## src/rtl/idd_pkg.sv

```systemverilog
// idd_pkg: shared constants, types, FSM encoding and command/status structs
// for the isotropic diffusion denoiser. Depends on nothing.
package idd_pkg;

  localparam int MAX_WIDTH  = 512;
  localparam int MAX_HEIGHT = 512;
  localparam int FRAC_BITS  = 8;
  localparam int PIX_BITS   = 8;
  localparam int MIN_DIM    = 3;

  localparam int VAL_W      = PIX_BITS + FRAC_BITS;      // stored 8.8 pixel
  localparam int COL_W      = $clog2(MAX_WIDTH);
  localparam int ROW_W      = $clog2(MAX_HEIGHT);
  localparam int ADDR_W     = ROW_W + COL_W;
  localparam int RAM_DEPTH  = MAX_WIDTH * MAX_HEIGHT;
  localparam int POS_W      = $clog2(RAM_DEPTH);
  localparam int CNT_W      = POS_W + 1;
  localparam int DIM_W      = 10;                         // size register width
  localparam int KAPPA_W    = 16;
  localparam int ITER_W     = 16;
  localparam int CFG_W      = 16;
  localparam int GAIN_SHIFT = 16;                         // kappa is 0.16

  localparam int TAPS       = 4;                          // neighbours in stencil
  localparam int TAP_SHIFT  = $clog2(TAPS);
  localparam int SUM_W      = VAL_W + TAP_SHIFT;
  localparam int LAP_W      = SUM_W + 1;
  localparam int PROD_W     = KAPPA_W + 1 + LAP_W;
  localparam int DELTA_W    = PROD_W - GAIN_SHIFT;
  localparam int DIV_CNT_W  = $clog2(POS_W);

  // stencil read sequence
  localparam int STEP_W = 3;
  localparam logic [STEP_W-1:0] TAP_U    = 3'd0;
  localparam logic [STEP_W-1:0] TAP_N    = 3'd1;
  localparam logic [STEP_W-1:0] TAP_S    = 3'd2;
  localparam logic [STEP_W-1:0] TAP_W    = 3'd3;
  localparam logic [STEP_W-1:0] TAP_E    = 3'd4;
  localparam logic [STEP_W-1:0] TAP_LAST = 3'd5;

  // configuration register indexes
  typedef logic [1:0] reg_idx_t;
  localparam reg_idx_t REG_KAPPA  = 2'd0;
  localparam reg_idx_t REG_ITERS  = 2'd1;
  localparam reg_idx_t REG_WIDTH  = 2'd2;
  localparam reg_idx_t REG_HEIGHT = 2'd3;

  typedef enum logic [4:0] {
    ST_IDLE = 5'b00001,
    ST_DIV  = 5'b00010,
    ST_PRD  = 5'b00100,
    ST_MUL  = 5'b01000,
    ST_WR   = 5'b10000
  } state_t;

  typedef struct packed {
    logic load_go;
    logic read_go;
    logic div_start;
    logic div_step;
    logic rd_go;
    logic mul_go;
    logic wr_go;
  } cmd_t;

  typedef struct packed {
    logic ld_done;
    logic iters_zero;
    logic out_block;
    logic div_done;
    logic rd_last;
    logic px_last;
    logic pass_last;
  } stat_t;

endpackage

```

## src/rtl/idd_ctrl.sv

```systemverilog
// idd_ctrl: sequencer for load/read words, position resync and diffusion passes.
// Depends on idd_pkg.
module idd_ctrl (
  input  logic              clk,
  input  logic              rst_n,
  input  logic              in_valid,
  input  logic              in_command,
  output logic              in_stall,
  input  logic              cfg_we,
  input  idd_pkg::reg_idx_t cfg_index,
  input  idd_pkg::stat_t    stat,
  output idd_pkg::cmd_t     cmd
);

  idd_pkg::state_t state_r, state_nxt;
  logic idle, in_fire, size_wr;

  assign idle     = (state_r == idd_pkg::ST_IDLE);
  assign in_stall = !idle || stat.out_block;
  assign in_fire  = in_valid && !in_stall;
  assign size_wr  = cfg_we && ((cfg_index == idd_pkg::REG_WIDTH) ||
                               (cfg_index == idd_pkg::REG_HEIGHT));

  always_comb begin
    cmd.load_go   = in_fire && !in_command;
    cmd.read_go   = in_fire && in_command;
    cmd.div_start = idle && size_wr;
    cmd.div_step  = (state_r == idd_pkg::ST_DIV);
    cmd.rd_go     = (state_r == idd_pkg::ST_PRD);
    cmd.mul_go    = (state_r == idd_pkg::ST_MUL);
    cmd.wr_go     = (state_r == idd_pkg::ST_WR);
  end

  always_comb begin
    state_nxt = state_r;
    unique case (state_r)
      idd_pkg::ST_IDLE: begin
        if (cmd.div_start) begin
          state_nxt = idd_pkg::ST_DIV;
        end else if (cmd.load_go && stat.ld_done && !stat.iters_zero) begin
          state_nxt = idd_pkg::ST_PRD;
        end
      end
      idd_pkg::ST_DIV: begin
        if (stat.div_done) state_nxt = idd_pkg::ST_IDLE;
      end
      idd_pkg::ST_PRD: begin
        if (stat.rd_last) state_nxt = idd_pkg::ST_MUL;
      end
      idd_pkg::ST_MUL: state_nxt = idd_pkg::ST_WR;
      idd_pkg::ST_WR: begin
        state_nxt = (stat.px_last && stat.pass_last) ? idd_pkg::ST_IDLE
                                                     : idd_pkg::ST_PRD;
      end
      default: state_nxt = idd_pkg::ST_IDLE;
    endcase
  end

  always_ff @(posedge clk) begin
    if (!rst_n) begin
      state_r <= idd_pkg::ST_IDLE;
    end else begin
      state_r <= state_nxt;
    end
  end

endmodule

```

## config.mk

```make
export PLATFORM = sky130hd
export DESIGN_NAME = idd_ctrl
export DESIGN_NICKNAME = d
export VERILOG_FILES = /design/src/rtl/idd_pkg.sv /design/src/rtl/idd_ctrl.sv
export SDC_FILE = /design/constraint.sdc
export NUM_CORES = 1
export LEC_CHECK = 0
export BUFFER_PORTS_ARGS = -buffer_cell sky130_fd_sc_hd__buf_2
export CORE_AREA = 2 2 39 41
export CTS_BUF_LIST = sky130_fd_sc_hd__clkbuf_8
export DETAILED_ROUTE_END_ITERATION = 10
export DIE_AREA = 0 0 41 43
export SETUP_SLACK_MARGIN = 0.15
export SLEW_MARGIN = 20
export SYNTH_ARGS = -nofsm -noshare
export SYNTH_HDL_FRONTEND = slang
export SYNTH_SLANG_ARGS = --single-unit
```

## constraint.sdc

```tcl
create_clock -name clk -period 1.4 [get_ports clk]
set_input_delay 0.07 -clock clk [delete_from_list [all_inputs] [get_ports clk]]
set_output_delay 0.07 -clock clk [all_outputs]
set_load 0.01 [all_outputs]
```

==> impl_metrics.csv <==
group,metric,value,unit
finish,nets,83,
drt,viasPerCell,4.560,
clock_network,clock_path_buffers,2,
critical_path,cp-start-kind,"flop",
drt,wl,843,um
critical_path,crit_type,"reg2out",
critical_path,cp.required,1.33,ns
timing,worst_slew_pin_slew,0.2668,ns
floorplanning,die_height,43,um
grt,grt_max_degree,7,
floorplanning,initial_core_util,25.05,%
yosys,ys_seq_area_share,28.88,%
yosys,yosysTopAreaCell,"dfxtp_1",
grt,grt_overflow,0,
place,dp.cells,76,
timing,finalSetupTns,0,ns
floorplanning,die_w,41,um
finish,reg_top3,"state_r (5)",
timing,timing.fmax,766.3,MHz
drt,detail-route-antenna-nets,0,
floorplanning,rows,14,
critical_path,arrival,1.23,ns
finish,diodes,0,
place,dp_hpwl,683,um
yosys,yosysWarnings,0,
yosys,netlist.area_leader.share,28.88,%
run,cap_viol_max_count,0,
clock_network,clk_pin_slew,0.04,ns
drt,dr.pass1.iters,4,
critical_path,slowest_stage,"dfxtp_4",
drt,drc,0,
critical_path,end_kind,"output pin",
finish,largest_register,"state_r",
clock_network,cts_made_buffers,3,
finish,seqCellArea,107.6,sq um
power,leakagePower,0.2999,nW
grt,grt_pass1_vias,337,
place,portBuffers,20,
yosys,ys_types,25,
timing,finalMaxSlewViolations,0,
timing,rsz0062_at_grt,"true",
grt,grt_pass1_wl,1345,um
finish,areaGrowthSynthToFinish,59.57,%
critical_path,path_max_fanout,5,
timing,relSlewSlack,82.14,%
finish,multi_input_area,245.2,sq um
finish,layout-drive-gt1-share,60.29,%
critical_path,cpPeakStageDelay,0.34,ns
power,power.density,1187,nW/um^2
finish,postLayoutCoreUtil,39.96,%
yosys,synth_nets,54,
yosys,syn_area_per_cell,8.665,sq um
yosys,synth_area_leaders,"dfxtp_1 29%, nor4b_4 6.9%, nor2_1 6.5%, nor3_4 4.7%, nand2_1 4.3%",
power,vdd.ir_drop.worst,0.0004523,V
timing,fin_crit,1.305,ns
clock_network,clock_sinks,5,
finish,fillers,143,
clock_network,cts_htree_levels,1,
yosys,synth_cells,40,
place,place.gp.congestion,0.6070,
timing,worst_slack,0.09511,ns
timing,hold_viol,0,
floorplanning,io_pins,22,
clock_network,cts_root_buf,"clkbuf_8",
floorplanning,coreArea,1384,sq um
clock_network,cts_tree,"done",
yosys,synth_seq_cells,5,
critical_path,path_delay_family,"simple AND/OR/NAND/NOR gates",
finish,stdcell_count,84,
place,place_ws,0.2687,ns
yosys,netlist_area,346.6,sq um
clock_network,clk_latency,0.22,ns
floorplanning,die_area,1763,sq um
grt,antenna_found_initial,0,
finish,largest_reg_flops,5,
critical_path,cp.buffers_inverters,1,
drt,drt_iter0_markers,10,
run_status,status,"complete, no violations",
timing,min_period_over_period,93.21,%
drt,post_drt_wl_per_cell,10.04,um
timing,setup_viol,0,
power,report.power.total,0.6566,mW
worst_hold_path,hp-class,"in2reg",
critical_path,crit_chain,"nor3_4 -> nand2_2 -> or2_1 -> buf_2",
drt,vias,383,
grt,grt_use_total,11.47,%
timing,finClkSkew,0.001484,ns
## Yosys cell counts, drive strengths merged
cell type	count
inv	1
and2b	1
nand3	1
nand4b	1
dfxtp	5
nand2b	2
nor3	3
o211ai	1
and3b	1
nand2	5
xor2	1
o21ai	3
and2	1
o211a	1
nor4b	1
nor2	6
a31o	1
and3	3
a31oi	1
or2	1
## report_power, final
part	leakage [nW]	switching (mW)	internal (mW)
sequential	0.0422	0.0198	0.159
combinational	0.232	0.0975	0.108
clock	0.0255	0.0802	0.192
total	0.300	0.197	0.459
## cell usage in the layout (no fill, tap or decap), drive strengths merged, types with 2 or more instances in the layout
| master | netlist | routed |
|---|---|---|
| buf | 0 | 24 |
| o21ai | 3 | 3 |
| dfxtp | 5 | 5 |
| nand2b | 2 | 2 |
| nor3 | 3 | 3 |
| clkbuf | 0 | 3 |
| nor2 | 6 | 6 |
| and3 | 3 | 3 |
| nand2 | 5 | 5 |
## path summary, 6_finish.rpt
| path | startpoint | endpoint | slack [ns] | cells past startpoint |
|---|---|---|---|---|
| setup / recovery | state_r[1] | in_stall | 0.1 | 4 |
| hold / removal | stat[2] | state_r[3] | 0.06 | 3 |
| setup reg to reg | state_r[3] | state_r[0] | 0.24 | 5 |
| hold reg to reg | state_r[4] | state_r[0] | 0.67 | 3 |
## worst reg2reg max path: cells and delay by family (launching register included)
family | cells | cell delay, ns
AOI/OAI and AO/OA | 2 | 0.25
DFF | 1 | 0.35
and+or+nand+nor | 2 | 0.31
buffers and inverters | 1 | 0.14
## metal layers
layer  wire [um]  global-route usage [%]
met1         326                   11.33
met2         458                   19.06
met3          38                   3.141
met4          19                   8.000
met5           0                       0
## logic make-up (layout without fill, tap and decap cells)
logic type	after synthesis	count (layout)	synth area share, %
AO/OA/AOI/OAI	7	7	14.80
flip-flops	5	5	28.88
XOR/XNOR	1	1	2.528
AND/OR/NAND/NOR	26	26	52.71
buffers and inverters	1	29	1.082
## metrics by stage
step | hold WS (ns) | cell area (sq um)
after floorplan | 0.1838 | 346.6
after global placement | 0.3031 | 466.7
after detailed placement | 0.3098 | 466.7
after CTS | 0.07474 | 540.5
after global routing | 0.08149 | 553.0
final | 0.06454 | 553.0
## layout make-up
type / count / area share, %
inverters: 1 / 0.6787
repair buffers: 24 / 23.53
clock buffers: 3 / 7.466
clock inverters: 1 / 0.9050
flip-flops and latches: 5 / 19.46
well taps: 16 / 3.620
multi-input cells: 34 / 44.34
## repair_timing
action,CTS,global route
gates resized for setup,3,3
endpoints found under the hold margin,0,0
buffers inserted,3,1
setup endpoints to repair,5,8
hold buffers,0,0
pin swaps,2,2
No activity file was read; power rests on OpenSTA's default activity.
