`src/rtl/idd_pkg.sv`:
```
// idd_pkg: shared constants, types, FSM encoding and command/status structs
// for the isotropic diffusion denoiser. Depends on nothing.
package idd_pkg;

  localparam int MAX_WIDTH  = 512;
  localparam int MAX_HEIGHT = 512;
  localparam int FRAC_BITS  = 8;
  localparam int PIX_BITS   = 8;
  localparam int MIN_DIM    = 3;

  localparam int VAL_W      = PIX_BITS + FRAC_BITS;      // stored 8.8 pixel
  localparam int COL_W      = $clog2(MAX_WIDTH);
  localparam int ROW_W      = $clog2(MAX_HEIGHT);
  localparam int ADDR_W     = ROW_W + COL_W;
  localparam int RAM_DEPTH  = MAX_WIDTH * MAX_HEIGHT;
  localparam int POS_W      = $clog2(RAM_DEPTH);
  localparam int CNT_W      = POS_W + 1;
  localparam int DIM_W      = 10;                         // size register width
  localparam int KAPPA_W    = 16;
  localparam int ITER_W     = 16;
  localparam int CFG_W      = 16;
  localparam int GAIN_SHIFT = 16;                         // kappa is 0.16

  localparam int TAPS       = 4;                          // neighbours in stencil
  localparam int TAP_SHIFT  = $clog2(TAPS);
  localparam int SUM_W      = VAL_W + TAP_SHIFT;
  localparam int LAP_W      = SUM_W + 1;
  localparam int PROD_W     = KAPPA_W + 1 + LAP_W;
  localparam int DELTA_W    = PROD_W - GAIN_SHIFT;
  localparam int DIV_CNT_W  = $clog2(POS_W);

  // stencil read sequence
  localparam int STEP_W = 3;
  localparam logic [STEP_W-1:0] TAP_U    = 3'd0;
  localparam logic [STEP_W-1:0] TAP_N    = 3'd1;
  localparam logic [STEP_W-1:0] TAP_S    = 3'd2;
  localparam logic [STEP_W-1:0] TAP_W    = 3'd3;
  localparam logic [STEP_W-1:0] TAP_E    = 3'd4;
  localparam logic [STEP_W-1:0] TAP_LAST = 3'd5;

  // configuration register indexes
  typedef logic [1:0] reg_idx_t;
  localparam reg_idx_t REG_KAPPA  = 2'd0;
  localparam reg_idx_t REG_ITERS  = 2'd1;
  localparam reg_idx_t REG_WIDTH  = 2'd2;
  localparam reg_idx_t REG_HEIGHT = 2'd3;

  typedef enum logic [4:0] {
    ST_IDLE = 5'b00001,
    ST_DIV  = 5'b00010,
    ST_PRD  = 5'b00100,
    ST_MUL  = 5'b01000,
    ST_WR   = 5'b10000
  } state_t;

  typedef struct packed {
    logic load_go;
    logic read_go;
    logic div_start;
    logic div_step;
    logic rd_go;
    logic mul_go;
    logic wr_go;
  } cmd_t;

  typedef struct packed {
    logic ld_done;
    logic iters_zero;
    logic out_block;
    logic div_done;
    logic rd_last;
    logic px_last;
    logic pass_last;
  } stat_t;

endpackage

```
`src/rtl/idd_dp.sv`:
```
// idd_dp: config registers, position counters, resync divider, stencil
// arithmetic and output register. Depends on idd_pkg; drives two idd_ram.
module idd_dp (
  input  logic                              clk,
  input  logic                              rst_n,
  input  idd_pkg::cmd_t                     cmd,
  output idd_pkg::stat_t                    stat,
  input  logic                              cfg_we,
  input  idd_pkg::reg_idx_t                 cfg_index,
  input  logic [idd_pkg::CFG_W-1:0]         cfg_wdata,
  input  logic [idd_pkg::PIX_BITS-1:0]      in_pixel_in,
  output logic                              out_valid,
  input  logic                              out_stall,
  output logic [idd_pkg::PIX_BITS-1:0]      out_pixel_out,
  output logic                              out_last_pixel,
  output logic                              ram0_we,
  output logic                              ram1_we,
  output logic [idd_pkg::ADDR_W-1:0]        ram_waddr,
  output logic [idd_pkg::VAL_W-1:0]         ram_wdata,
  output logic                              ram_re,
  output logic [idd_pkg::ADDR_W-1:0]        ram_raddr,
  input  logic [idd_pkg::VAL_W-1:0]         ram0_rdata,
  input  logic [idd_pkg::VAL_W-1:0]         ram1_rdata
);

  localparam int DIM_W = idd_pkg::DIM_W;
  localparam int POS_W = idd_pkg::POS_W;
  localparam int CNT_W = idd_pkg::CNT_W;
  localparam int ROW_W = idd_pkg::ROW_W;
  localparam int COL_W = idd_pkg::COL_W;
  localparam int VAL_W = idd_pkg::VAL_W;

  // config
  logic [idd_pkg::KAPPA_W-1:0] kappa_r;
  logic [idd_pkg::ITER_W-1:0]  iters_r;
  logic [DIM_W-1:0]            width_r, height_r, w_use, h_use;
  logic [CNT_W-1:0]            count_r;

  // positions
  logic [POS_W-1:0] ld_pos_r, rd_pos_r, ld_eff_pos, rd_eff_pos;
  logic [ROW_W-1:0] ld_row_r, rd_row_r, ld_eff_row, rd_eff_row;
  logic [COL_W-1:0] ld_col_r, rd_col_r, ld_eff_col, rd_eff_col;
  logic [CNT_W-1:0] ld_nxt_pos;
  logic             ld_wr, ld_col_wrap, rd_wrap, rd_last, rd_act, rd_col_wrap;
  logic             res_rdy_r, cur_r, rsel_r;

  // pass
  logic [idd_pkg::ITER_W-1:0]  iter_r;
  logic [ROW_W-1:0]            prow_r;
  logic [COL_W-1:0]            pcol_r;
  logic [idd_pkg::STEP_W-1:0]  step_r;
  logic [VAL_W-1:0]            u_r, rdata_sel, vsat;
  logic [idd_pkg::SUM_W-1:0]   sum_r;
  logic signed [idd_pkg::LAP_W-1:0]   lap;
  logic signed [idd_pkg::PROD_W-1:0]  prod_r;
  logic signed [idd_pkg::DELTA_W-1:0] delta;
  logic signed [idd_pkg::DELTA_W:0]   vsum;
  logic [idd_pkg::ADDR_W-1:0]  pass_raddr;
  logic                        pcol_last, prow_last;

  // divider
  logic [POS_W-1:0]                dvd_r, dvd_nxt;
  logic [DIM_W-1:0]                rem_r, rem_nxt;
  logic [DIM_W:0]                  div_try;
  logic                            div_ge, div_sel_r, div_end;
  logic [idd_pkg::DIV_CNT_W-1:0]   div_cnt_r;

  // output
  logic                          rd_pend_r, last_pend_r, out_valid_r, out_last_r, xfer;
  logic [idd_pkg::PIX_BITS-1:0]  out_pixel_r;

  always_comb begin
    if (width_r < DIM_W'(idd_pkg::MIN_DIM))        w_use = DIM_W'(idd_pkg::MIN_DIM);
    else if (width_r > DIM_W'(idd_pkg::MAX_WIDTH)) w_use = DIM_W'(idd_pkg::MAX_WIDTH);
    else                                           w_use = width_r;
    if (height_r < DIM_W'(idd_pkg::MIN_DIM))         h_use = DIM_W'(idd_pkg::MIN_DIM);
    else if (height_r > DIM_W'(idd_pkg::MAX_HEIGHT)) h_use = DIM_W'(idd_pkg::MAX_HEIGHT);
    else                                             h_use = height_r;
  end

  // load side
  assign ld_eff_pos  = res_rdy_r ? '0 : ld_pos_r;
  assign ld_eff_row  = res_rdy_r ? '0 : ld_row_r;
  assign ld_eff_col  = res_rdy_r ? '0 : ld_col_r;
  assign ld_nxt_pos  = {1'b0, ld_eff_pos} + CNT_W'(1);
  assign ld_wr       = cmd.load_go && ({1'b0, ld_eff_pos} < count_r);
  assign ld_col_wrap = (({1'b0, ld_eff_col} + DIM_W'(1)) == w_use);

  // read side
  assign rd_wrap     = ({1'b0, rd_pos_r} >= count_r);
  assign rd_eff_pos  = rd_wrap ? '0 : rd_pos_r;
  assign rd_eff_row  = rd_wrap ? '0 : rd_row_r;
  assign rd_eff_col  = rd_wrap ? '0 : rd_col_r;
  assign rd_last     = ({1'b0, rd_eff_pos} == (count_r - CNT_W'(1)));
  assign rd_act      = cmd.read_go && res_rdy_r;
  assign rd_col_wrap = (({1'b0, rd_eff_col} + DIM_W'(1)) == w_use);

  // stencil addressing
  always_comb begin
    unique case (step_r)
      idd_pkg::TAP_N: pass_raddr = {prow_r - ROW_W'(1), pcol_r};
      idd_pkg::TAP_S: pass_raddr = {prow_r + ROW_W'(1), pcol_r};
      idd_pkg::TAP_W: pass_raddr = {prow_r, pcol_r - COL_W'(1)};
      idd_pkg::TAP_E: pass_raddr = {prow_r, pcol_r + COL_W'(1)};
      default:        pass_raddr = {prow_r, pcol_r};
    endcase
  end

  assign ram_re    = rd_act || (cmd.rd_go && (step_r != idd_pkg::TAP_LAST));
  assign ram_raddr = rd_act ? {rd_eff_row, rd_eff_col} : pass_raddr;
  assign rdata_sel = rsel_r ? ram1_rdata : ram0_rdata;

  // u + floor(kappa*lap / 2^16), clipped to the 8.8 range
  assign lap   = $signed({1'b0, sum_r}) -
                 $signed({1'b0, u_r, {idd_pkg::TAP_SHIFT{1'b0}}});
  assign delta = prod_r[idd_pkg::PROD_W-1:idd_pkg::GAIN_SHIFT];
  assign vsum  = $signed({{(idd_pkg::DELTA_W+1-VAL_W){1'b0}}, u_r}) +
                 $signed({delta[idd_pkg::DELTA_W-1], delta});
  always_comb begin
    if (vsum[idd_pkg::DELTA_W])                 vsat = '0;
    else if (|vsum[idd_pkg::DELTA_W-1:VAL_W])   vsat = '1;
    else                                        vsat = vsum[VAL_W-1:0];
  end

  assign pcol_last = (({1'b0, pcol_r} + DIM_W'(2)) == w_use);
  assign prow_last = (({1'b0, prow_r} + DIM_W'(2)) == h_use);

  // writes: a load goes to both frames, a pass to the one not being read
  assign ram0_we   = ld_wr || (cmd.wr_go && cur_r);
  assign ram1_we   = ld_wr || (cmd.wr_go && !cur_r);
  assign ram_waddr = ld_wr ? {ld_eff_row, ld_eff_col} : {prow_r, pcol_r};
  assign ram_wdata = ld_wr ? {in_pixel_in, {idd_pkg::FRAC_BITS{1'b0}}} : vsat;

  // restoring divider step: position -> row, col
  assign div_try = {rem_r, dvd_r[POS_W-1]};
  assign div_ge  = (div_try >= {1'b0, w_use});
  assign rem_nxt = div_ge ? DIM_W'(div_try - {1'b0, w_use}) : div_try[DIM_W-1:0];
  assign dvd_nxt = {dvd_r[POS_W-2:0], div_ge};
  assign div_end = (div_cnt_r == idd_pkg::DIV_CNT_W'(POS_W - 1));

  assign xfer = rd_pend_r && (!out_valid_r || !out_stall);

  always_comb begin
    stat.ld_done    = (ld_nxt_pos >= count_r);
    stat.iters_zero = (iters_r == '0);
    stat.out_block  = rd_pend_r && !xfer;
    stat.div_done   = cmd.div_step && div_end && div_sel_r;
    stat.rd_last    = (step_r == idd_pkg::TAP_LAST);
    stat.px_last    = pcol_last && prow_last;
    stat.pass_last  = (iter_r == idd_pkg::ITER_W'(1));
  end

  always_ff @(posedge clk) begin
    if (!rst_n) begin
      kappa_r     <= idd_pkg::KAPPA_W'(6554);
      iters_r     <= idd_pkg::ITER_W'(1);
      width_r     <= DIM_W'(idd_pkg::MAX_WIDTH);
      height_r    <= DIM_W'(idd_pkg::MAX_HEIGHT);
      ld_pos_r    <= '0;
      ld_row_r    <= '0;
      ld_col_r    <= '0;
      rd_pos_r    <= '0;
      rd_row_r    <= '0;
      rd_col_r    <= '0;
      res_rdy_r   <= 1'b0;
      cur_r       <= 1'b0;
      rsel_r      <= 1'b0;
      iter_r      <= '0;
      prow_r      <= ROW_W'(1);
      pcol_r      <= COL_W'(1);
      step_r      <= idd_pkg::TAP_U;
      div_sel_r   <= 1'b0;
      div_cnt_r   <= '0;
      rd_pend_r   <= 1'b0;
      last_pend_r <= 1'b0;
      out_valid_r <= 1'b0;
    end else begin
      if (cfg_we) begin
        unique case (cfg_index)
          idd_pkg::REG_KAPPA:  kappa_r  <= cfg_wdata[idd_pkg::KAPPA_W-1:0];
          idd_pkg::REG_ITERS:  iters_r  <= cfg_wdata[idd_pkg::ITER_W-1:0];
          idd_pkg::REG_WIDTH:  width_r  <= cfg_wdata[DIM_W-1:0];
          idd_pkg::REG_HEIGHT: height_r <= cfg_wdata[DIM_W-1:0];
          default: ;
        endcase
      end

      if (cmd.load_go) begin
        res_rdy_r <= 1'b0;
        if (ld_eff_pos == '0) cur_r <= 1'b0;
        if (stat.ld_done) begin
          ld_pos_r <= '0;
          ld_row_r <= '0;
          ld_col_r <= '0;
          rd_pos_r <= '0;
          rd_row_r <= '0;
          rd_col_r <= '0;
          iter_r   <= iters_r;
          prow_r   <= ROW_W'(1);
          pcol_r   <= COL_W'(1);
          step_r   <= idd_pkg::TAP_U;
          if (stat.iters_zero) res_rdy_r <= 1'b1;
        end else begin
          ld_pos_r <= ld_nxt_pos[POS_W-1:0];
          if (ld_col_wrap) begin
            ld_col_r <= '0;
            ld_row_r <= ld_eff_row + ROW_W'(1);
          end else begin
            ld_col_r <= ld_eff_col + COL_W'(1);
            ld_row_r <= ld_eff_row;
          end
        end
      end

      if (ram_re) rsel_r <= cur_r;

      if (rd_act) begin
        if (rd_last) begin
          rd_pos_r <= '0;
          rd_row_r <= '0;
          rd_col_r <= '0;
        end else begin
          rd_pos_r <= rd_eff_pos + POS_W'(1);
          if (rd_col_wrap) begin
            rd_col_r <= '0;
            rd_row_r <= rd_eff_row + ROW_W'(1);
          end else begin
            rd_col_r <= rd_eff_col + COL_W'(1);
            rd_row_r <= rd_eff_row;
          end
        end
      end

      if (cmd.rd_go) begin
        step_r <= stat.rd_last ? idd_pkg::TAP_U : step_r + idd_pkg::STEP_W'(1);
      end

      if (cmd.wr_go) begin
        if (stat.px_last) begin
          prow_r <= ROW_W'(1);
          pcol_r <= COL_W'(1);
          cur_r  <= !cur_r;
          iter_r <= iter_r - idd_pkg::ITER_W'(1);
          if (stat.pass_last) res_rdy_r <= 1'b1;
        end else if (pcol_last) begin
          pcol_r <= COL_W'(1);
          prow_r <= prow_r + ROW_W'(1);
        end else begin
          pcol_r <= pcol_r + COL_W'(1);
        end
      end

      if (cmd.div_start) begin
        div_sel_r <= 1'b0;
        div_cnt_r <= '0;
      end else if (cmd.div_step) begin
        if (div_end) begin
          div_cnt_r <= '0;
          div_sel_r <= 1'b1;
          if (!div_sel_r) begin
            ld_row_r <= dvd_nxt[ROW_W-1:0];
            ld_col_r <= rem_nxt[COL_W-1:0];
          end else begin
            rd_row_r <= dvd_nxt[ROW_W-1:0];
            rd_col_r <= rem_nxt[COL_W-1:0];
          end
        end else begin
          div_cnt_r <= div_cnt_r + idd_pkg::DIV_CNT_W'(1);
        end
      end

      // RAM read data waits in rd_pend until the output register frees up
      if (rd_act)    rd_pend_r <= 1'b1;
      else if (xfer) rd_pend_r <= 1'b0;
      if (rd_act)    last_pend_r <= rd_last;
      if (xfer)                           out_valid_r <= 1'b1;
      else if (out_valid_r && !out_stall) out_valid_r <= 1'b0;
    end
  end

  // payload registers
  always_ff @(posedge clk) begin
    count_r <= CNT_W'(w_use) * CNT_W'(h_use);
    if (cmd.div_start) begin
      dvd_r <= ld_pos_r;
      rem_r <= '0;
    end else if (cmd.div_step) begin
      if (div_end && !div_sel_r) begin
        dvd_r <= rd_pos_r;
        rem_r <= '0;
      end else begin
        dvd_r <= dvd_nxt;
        rem_r <= rem_nxt;
      end
    end
    if (cmd.rd_go && (step_r != idd_pkg::TAP_U)) begin
      if (step_r == idd_pkg::TAP_N)      u_r   <= rdata_sel;
      else if (step_r == idd_pkg::TAP_S) sum_r <= idd_pkg::SUM_W'(rdata_sel);
      else                               sum_r <= sum_r + idd_pkg::SUM_W'(rdata_sel);
    end
    if (cmd.mul_go) prod_r <= $signed({1'b0, kappa_r}) * lap;
    if (xfer) begin
      out_pixel_r <= rdata_sel[VAL_W-1:idd_pkg::FRAC_BITS];
      out_last_r  <= last_pend_r;
    end
  end

  assign out_valid      = out_valid_r;
  assign out_pixel_out  = out_pixel_r;
  assign out_last_pixel = out_last_r;

endmodule

```
`config.mk`:
```
export PLATFORM = sky130hd
export DESIGN_NAME = idd_dp
export DESIGN_NICKNAME = d
export VERILOG_FILES = /design/src/rtl/idd_pkg.sv /design/src/rtl/idd_dp.sv
export SDC_FILE = /design/constraint.sdc
export NUM_CORES = 2
export LEC_CHECK = 0
export BUFFER_PORTS_ARGS = -buffer_cell sky130_fd_sc_hd__buf_4
export CORE_MARGIN = 2
export CORE_UTILIZATION = 60
export DETAILED_ROUTE_END_ITERATION = 12
export PLACE_DENSITY = 0.76
export SYNTH_ARGS = -nofsm -noshare
export SYNTH_HDL_FRONTEND = slang
export SYNTH_SLANG_ARGS = --single-unit
```
`constraint.sdc`:
```
create_clock -name clk -period 9.7 [get_ports clk]
set_input_delay 1.94 -clock clk [delete_from_list [all_inputs] [get_ports clk]]
set_output_delay 1.94 -clock clk [all_outputs]
set_load 0.005 [all_outputs]
```
==> flow_metrics.tcl <==
set metrics [dict create \
    drt_first_pass_iters 6 \
    fmax_mhz 109 \
    power_frac_clock_pct 12.8 \
    postCtsSetupBuffers 0 \
    crit_arrival_ns 9.46 \
    io_buffers 140 \
    ios 141 \
    overflow 0 \
    grt_pass1_vias 28900 \
    irDropWorstVdd_mv 0.620 \
    hold_depth 0 \
    maxCapViolCount 0 \
    via_per_inst 6.03 \
    htreeDepth 2 \
    reg2reg_setup_slack_ns 0.54 \
    die_w_um 242 \
    swShare_pct 46.5 \
    vias 29600 \
    coreArea_um2 56300 \
    ant_nets 0 \
    rsz0062_at_grt "false" \
    postSynthCellCount 4107 \
    drc_errors 0 \
    routed_wl_mm 99.0 \
    synth_nets 4823 \
    p_seq_share_pct 16.8 \
    ys_types 87 \
    final_nets 4848 \
    min_period_over_period_pct 94.4 \
    hpwl_mm 76.6 \
    instances_no_fill 4913 \
    place_inst 4851 \
    design_area_um2 36900 \
    grt_max_degree 72 \
    drtIter0Drc 2620 \
    clockBufferDepth 3 \
    async_flop_share_pct 0 \
    drive_above_1_share_pct 8.01 \
    yosysTopAreaCellShare_pct 21.7 \
    outcome "finished, final reports clean" \
    critPathCaptureType "flip-flop" \
    gp_congestion 0.957 \
    cts_tree "built" \
    whs_ns 0.452 \
    r2r_start "u_r[0]" \
    power_frac_comb_pct 70.5 \
    track_usage_pct 33.8 \
    grt_pass1_wl_mm 158 \
    period_needed_ns 9.16 \
    startpoint_type "flip-flop" \
    slew-limit-headroom_pct 21.3 \
    yosys_register_bits 283 \
    hp-start "last_pend_r" \
    syn_avg_cell_area_um2 8.30 \
    ys_warn_count 0 \
    synth_top_flop_cell "dfxtp_1" \
    slew_viol_final 0 \
    path_clk_slew_ns 0.06 \
    crit_required_ns 10.00 \
    n_fill_cell 4751 \
    power.internal_mw 5.65 \
    clockRootBuffer "clkbuf_16" \
    grt_antenna_before_repair 2 \
    synth_edf_count 81 \
    insertedDiodeCount 0 \
    yosys-top-cells-area "fa_1 (22%), dfxtp_1 (12%), ha_1 (10%)" \
    tightest_slew_ns 1.18 \
    worstSetupPathType "reg2reg" \
    num_rows 87 \
    layout_setup_ws_ns 0.544 \
    final_util_pct 65.5 \
    synth_area_um2 34100 \
    powerDensity_nw_per_um2 286 \
    p_sw_mw 4.90 \
    p_leak_nw 16.7 \
    worst_skew_pair.late_latency_ns 0.57 \
    min_delay_worst_endpoint "out_last_pixel" \
    cp_slowest_cell "fa_1" \
    numClockSinks 283 \
    cpMostUsedCell "fa_1" \
    avgRoutedWirePerCell_um 20.2 \
    die_y_um 242 \
    initial_core_util_pct 60.5 \
    yosysTopAreaCell "fa_1" \
    dpl_cell_area_um2 35700 \
    die_area_um2 58700 \
    area_growth_pct 8.26 \
    cpPeakStageDelay_ns 0.54 \
    ff2ff_path_depth 33 \
    path_max_fanout 6 \
    fin_total_pwr_mw 10.6 \
    r2r-end "prod_r[34]" \
    fin_tns_setup_ns 0 \
    hold_violations 0 \
    synth_seq_area_share_pct 19.0 \
    setup_viol 0 \
    place_worst_setup_slack_ns 0.438 \
    numCtsBuffers 35 \
    min_path_type "reg2reg" \
    fin_worst_skew_ns 0.0312 \
]
[registers in the layout, indices dropped and copies added, names as in the netlist, 3 cells and up]
| register | count |
|---|---|
| dvd_r | 18 |
| step_r | 3 |
| u_r | 16 |
| iter_r | 16 |
| ld_pos_r | 18 |
| rem_r | 10 |
| out_pixel_out | 8 |
| rd_pos_r | 18 |
| iters_r | 16 |
| width_r | 10 |
| sum_r | 18 |
| ld_col_r | 9 |
| prow_r | 9 |
| kappa_r | 16 |
| div_cnt_r | 5 |
| ld_row_r | 9 |
| rd_col_r | 9 |
| height_r | 10 |
| pcol_r | 9 |
| rd_row_r | 9 |
| count_r | 19 |
| prod_r | 20 |
[metal layers]
metal	routed length, µm	GRT usage, %	vias up
met3	7980	4.84	287
met4	5020	16.0	4
li1	-	-	13700
met2	45100	53.8	1377
met5	23	0	-
met1	40900	45.5	14300
[kinds of logic after synthesis]
kind of cell	Yosys count	synth area share, %
DFF	283	19.0
buffers and inverters	774	8.60
muxes	67	2.10
AOI/OAI and AO/OA	731	13.5
adders and majority gates	647	31.9
xor gates and xnor gates	164	4.40
and+or+nand+nor	1441	20.5
[final cells by class]
type / instances / area (µm²) / share of cell area (%)
timing repair buffer: 194 / 1460 / 3.95
multi-input combinational: 3050 / 24700 / 67.0
tap: 756 / 946 / 2.56
sequential: 283 / 6480 / 17.6
clock buffer: 46 / 988 / 2.68
inverter: 568 / 2140 / 5.80
clock inverter: 16 / 180 / 0.489
[cells in the final DEF, fill, tap and decap left out, types with 41 or more instances in the layout]
cell | Yosys | layout
ha_1 | 277 | 277
buf_4 | 2 | 194
nor2b_1 | 85 | 83
a21oi_1 | 226 | 226
nand2_1 | 534 | 534
edfxtp_1 | 81 | 81
nand3_1 | 124 | 124
o21ai_0 | 188 | 188
and2_1 | 142 | 142
or3_1 | 47 | 47
xnor2_1 | 117 | 116
dfxtp_1 | 202 | 202
nor2_1 | 235 | 234
inv_1 | 565 | 563
xor2_1 | 42 | 41
fa_1 | 370 | 370
and3_1 | 42 | 42
nor3_1 | 76 | 75
[worst max-delay path by stage]
stage / start / to / slack (ns) / cells past startpoint
2_1_floorplan: u_r[0] / prod_r[35] / 1.09 / 32
3_3_place_gp: u_r[0] / prod_r[35] / 0.72 / 33
3_5_place_dp: u_r[0] / prod_r[35] / 0.44 / 33
4_1_cts: u_r[0] / prod_r[35] / 0.40 / 33
5_1_grt: u_r[0] / prod_r[35] / 0.03 / 33
6_report: u_r[0] / prod_r[34] / 0.54 / 33
[critical path: cells and delay by family (launching register included)]
kind | cells | cell delay [ns]
AO/OA/AOI/OAI | 14 | 3.27
adder cells (fa/ha/maj) | 9 | 4.06
AND/OR/NAND/NOR | 3 | 0.44
buffers and inverters | 5 | 0.37
flip-flops | 1 | 0.40
XOR/XNOR | 2 | 0.38
[synth_stat cells (25+ instances only)]
cell type  instances
inv_1            565
nand2_1          534
fa_1             370
ha_1             277
nor2_1           235
a21oi_1          226
dfxtp_1          202
o21ai_0          188
clkbuf_1         179
and2_1           142
nand3_1          124
xnor2_1          117
nor2b_1           85
edfxtp_1          81
nor3_1            76
or3_1             47
and3_1            42
xor2_1            42
mux2_2            36
nand4_1           34
a221oi_1          31
mux2i_1           31
nand2b_1          31
a21o_1            29
a31oi_1           27
a211oi_1          26
o21a_1            25
[timing repair]
item                                    4_1_cts  5_1_grt
hold buffers                                  0        0
gates resized for setup                       0        6
endpoints found under the setup margin        0        2
[power by group through the flow]
stage	Combinational [mW]	Clock (mW)	Sequential, mW
after CTS	7.40	1.35	1.77
after global placement	7.11	0	1.79
after detailed placement	7.37	0	1.79
after global routing	8.46	1.40	1.78
final	7.43	1.35	1.77
after floorplan	5.56	0	1.74
No activity file was read; power rests on OpenSTA's default activity.
